==> config.mk <==
export PLATFORM = sky130hd
export DESIGN_NAME = fcca_ram
export DESIGN_NICKNAME = d
export VERILOG_FILES = /design/src/rtl/fcca_ram.sv
export SDC_FILE = /design/constraint.sdc
export NUM_CORES = 1
export LEC_CHECK = 0
export ABC_AREA = 1
export BUFFER_PORTS_ARGS = -buffer_cell sky130_fd_sc_hd__buf_2
export CORE_MARGIN = 2
export CORE_UTILIZATION = 45
export DETAILED_ROUTE_END_ITERATION = 10
export PLACE_DENSITY = 0.57
export SLEW_MARGIN = 20
export SYNTH_ARGS = -nofsm -noshare
export SYNTH_HDL_FRONTEND = slang
export SYNTH_SLANG_ARGS = --single-unit
==> constraint.sdc <==
create_clock -name clk -period 3.1 [get_ports clk]
set_input_delay 0.62 -clock clk [delete_from_list [all_inputs] [get_ports clk]]
set_output_delay 0.62 -clock clk [all_outputs]
set_load 0.01 [all_outputs]
==> src/rtl/fcca_ram.sv <==
module fcca_ram #(
  parameter int WIDTH = 8,
  parameter int DEPTH = 16,
  localparam int AW   = $clog2(DEPTH)
) (
  input  logic             clk,
  input  logic             wr_en,
  input  logic [AW-1:0]    wr_addr,
  input  logic [WIDTH-1:0] wr_data,
  input  logic [AW-1:0]    rd_addr,
  output logic [WIDTH-1:0] rd_data
);

  logic [WIDTH-1:0] mem_r [DEPTH];
  logic [WIDTH-1:0] rd_data_r;

  always_ff @(posedge clk) begin
    if (wr_en) begin
      mem_r[wr_addr] <= wr_data;
    end
    rd_data_r <= mem_r[rd_addr];
  end

  assign rd_data = rd_data_r;

endmodule

Word level (Yosys, flattened, before mapping). Memories as Yosys holds them, arrays and structs flattened. A register that Yosys moved wholly into a read port is not among the register bits. Cells that the tools add are included.

Word-level logic and storage cells: 3. Input bits: 18. Memories: 1. Output and inout bits: 8. Bits in writable memories: 128. Register bits: 0.

Memories: mem_r (depth 16, bits a word 8, read ports 1, clocked after Yosys merged registers in 1, write ports 1, line 14) `logic [WIDTH-1:0] mem_r [DEPTH];`.

Mux-type cells: 2.

Operators with widths (number): $mux 1 (2).

Logic depth before layout (Yosys ltp).
Word-level depth: 2. Mapped depth: 8. Gate-level depth less buffers: 7.

Least setup slack after synthesis. OpenSTA, ideal clock, no wires.

Path kind: input-to-reg. From: input wr_addr[2]. To: memory mem_r[10][0] (enable). Required time: 2.730 ns. Arrival time: 1.201 ns. Path buffers: 0. Cell stages on the path: 2. Setup time: 0.370 ns. Setup slack: 1.529 ns. Cells stage by stage: nand3b_1 -> nor2_1.

RTL lines: start, declared (line 8) `input logic [AW-1:0] wr_addr,`; end, declared (line 14).

Straight into the memory's write port.

Worst setup path in the final report.
From: input wr_addr[2]. To: memory mem_r[11][5] (enable).

Straight into the memory's write port.

==> results by group <==
Outcome
  • Status: completed

Clock tree
  • Clk_lat worst skew: 0.41 ns
  • Setup Buffers After CTS: 0
  • Clock sink total: 136
  • Clock buffer count from CTS: 17
  • H-Tree Level Count: 4
  • Worst-path clk slew: approximately 0.060 ns
  • Hold_buf cts: 0
  • CTS tree: yes
  • Post_cts resized: 0
  • Root buffer cell: clkbuf_16
  • Worst-case clock buffer depth: 2

Hold path
  • Worst hold path class: in2reg
  • WHS Path Cells: 3
  • Hold Crit Start: rd_addr[3]
  • Worst Hold End: rd_data[4]

Routing
  • Router iterations before antenna repair: 5
  • Via density per instance: roughly 4.8
  • Detail Route Antenna Nets: 0
  • Drt drc: 0
  • Via count: about 3700
  • Wire per inst: 16.9 um
  • WL final: 12800 um
  • DRT iter0 DRCs: roughly 290

Cells and area
  • Synth-to-layout area growth: 13.7%
  • # fillers: approximately 1100
  • Sequential cell area: ~4000 um2
  • Antenna Cells: 0
  • Final Net Count: 593
  • Share of cells above drive strength 1: between 9 and 10%
  • Multi-input logic area: approximately 1200 um2

Setup path
  • CP Capture Type: register
  • Reg2Reg Depth: 6
  • Worst r2r src: mem_r[7][0]
  • Highest fanout seen on the critical path: 8
  • Reg2Reg Setup Slack: approximately 2 ns
  • R2r endpoint: rd_data[0]
  • Crit path arrival time: approximately 1.7 ns
  • CP Class: in2reg
  • Worst Path Required: 3.14 ns
  • Crit start category: primary input

Synth
  • Synth area leaders: edfxtp_1 (67%), nand2_1 (11%), nand3_1 (8.4%)
  • Cell Area, Synth: approximately 5800 um2
  • Async S/R FF share, synth: 0%
  • Area share of the largest cell type after synthesis: 66.7%
  • Cell count after synthesis: 551
  • EDFF count, synth: 128
  • Syn_nets: roughly 570
  • Avg Cell Area, Syn: 10.5 um2
  • Register area share after synthesis: between 60% and 70%
  • Prevailing post-synth register cell: edfxtp_1
  • Most common cell in the synthesized netlist: nand2_1
  • Number of synthesis warnings: 0
  • Leading area contributor after synthesis: edfxtp_1
  • Synth top cells by count: nand2_1 (173), edfxtp_1 (128), inv_1 (100), nand3_1 (97), nor2_1 (17)
  • Register bit total from synthesis: 136
  • Cell variety after synth: 12

Timing
  • Final hold vios: 0
  • Slew HR: a little over 40%
  • RSZ-0062 raised after global routing: false
  • Tmin final: 1.69 ns
  • Period utilization: 54.5%
  • Skew final: ~0.0058 ns
  • Final setup viols: 0
  • Slew Limit Fails: 0
  • Post-route setup TNS: 0 ns
  • Worst-Margin Slew: between 0.8 and 0.9 ns
  • F_max: around 0.59 GHz

Placed design
  • Port Buf Inserts: 25
  • HPWL Detailed: about 7500 um
  • GPL Wtd Cong: between 0.8 and 0.9

Floorplanning
  • Die width: 117 um
  • Die footprint: 13700 um2
  • Top-level port count: 26
  • Row cnt: between 40 and 50
  • Die Ht: 117 um
  • Placeable Area: about 13000 um2
  • Initial Util: between 40 and 50%

Pwr
  • Internal: roughly 3.4 mW
  • VDD IR max: around 0.42 mV
  • Switching Fraction: 20.8%
  • Clock power share: a little under half
  • Flop pwr share: a little under half
  • Sw Pwr: approximately 0.9 mW
  • Combinational share of power: roughly 5.7%
  • Leakage: approximately 2.8 nW
  • P per Cell Area: roughly 660 nW/um2
  • Tot Pwr: between 4 and 5 mW

GRT
  • Antenna violations before repair: 0
  • Vias in the first global route: ~3400
  • First-pass GRT wire length: ~20000 um
  • GRT Overall Usage: roughly a fifth
  • Largest net degree at the start of global routing: 65
  • Overflow after GRT: 0

Flow run
  • Max Cap Viol: 0
[worst max-delay path: stages]
cell      delay (ns)
buf_2           0.12
nand3b_1        0.27
nor2_1          0.72
[metal layers]
metal	routed length [um]	global-route usage, %
met1	5950	28.4
met2	6130	30.8
met3	533	4.48
met4	190	8.08
met5	0	0
[metrics by stage]
stage | std cells | worst slack, ns | util [%] | cell area (um2) | hold WS [ns]
floorplan | 551 | 1.53 | - | 5770 | 0.607
global placement | 728 | 1.04 | 47.5 | 5970 | 0.664
detailed placement | 728 | 0.998 | 47.5 | 5970 | 0.675
CTS | 760 | 1.44 | 52.2 | 6560 | 0.560
global route | 760 | 1.34 | 52.2 | 6560 | 0.578
finish | 760 | 1.41 | 52.2 | 6560 | 0.582
[cells in the final DEF (no fill, tap or decap), drive strengths merged, types with 2 or more instances in the layout]
cell type,instances
buf,29
nand3b,2
clkinv,7
bufinv,3
inv,102
clkbuf,21
nand2,173
edfxtp,128
nand3,97
dfxtp,8
nor2,17
[worst max-delay path by stage]
stage               slack [ns]       start      endpoint
floorplan                 1.53  wr_addr[2]  mem_r[10][0]
global placement          1.04       wr_en  mem_r[15][5]
detailed placement         1.0  wr_addr[2]  mem_r[11][4]
CTS                       1.44  wr_addr[2]  mem_r[11][6]
global route              1.34  wr_addr[2]  mem_r[11][4]
finish                    1.41  wr_addr[2]  mem_r[11][5]
[logic make-up (layout without fill, tap and decap cells)]
kind of cell  count (synthesis)  in the layout  synth area share [%]
simple gates                289            289                  21.0
flops                       136            136                  69.4
buf+inv                     126            163                  9.52
[flip-flops by register name, summed over array words and instances (netlist names)]
register and count:
mem_r 128, rd_data 8
[power groups by stage]
stage	clock network, mW	logic [mW]	registers [mW]
after floorplan	0	0.145	2.11
after global placement	0	0.245	2.10
after detailed placement	0	0.248	2.11
after CTS	2.02	0.249	2.07
after global routing	2.10	0.275	2.07
final	2.00	0.245	2.07
[final cells by class]
| class | instances | share of cell area (%) |
|---|---|---|
| sequential | 136 | 61.0 |
| multi-input combinational | 289 | 18.5 |
| clock buffer | 21 | 7.02 |
| inverter | 102 | 5.84 |
| tap | 172 | 3.28 |
| timing repair buffer | 29 | 2.37 |
| clock inverter | 11 | 1.95 |
No activity file was read; power rests on OpenSTA's default activity.
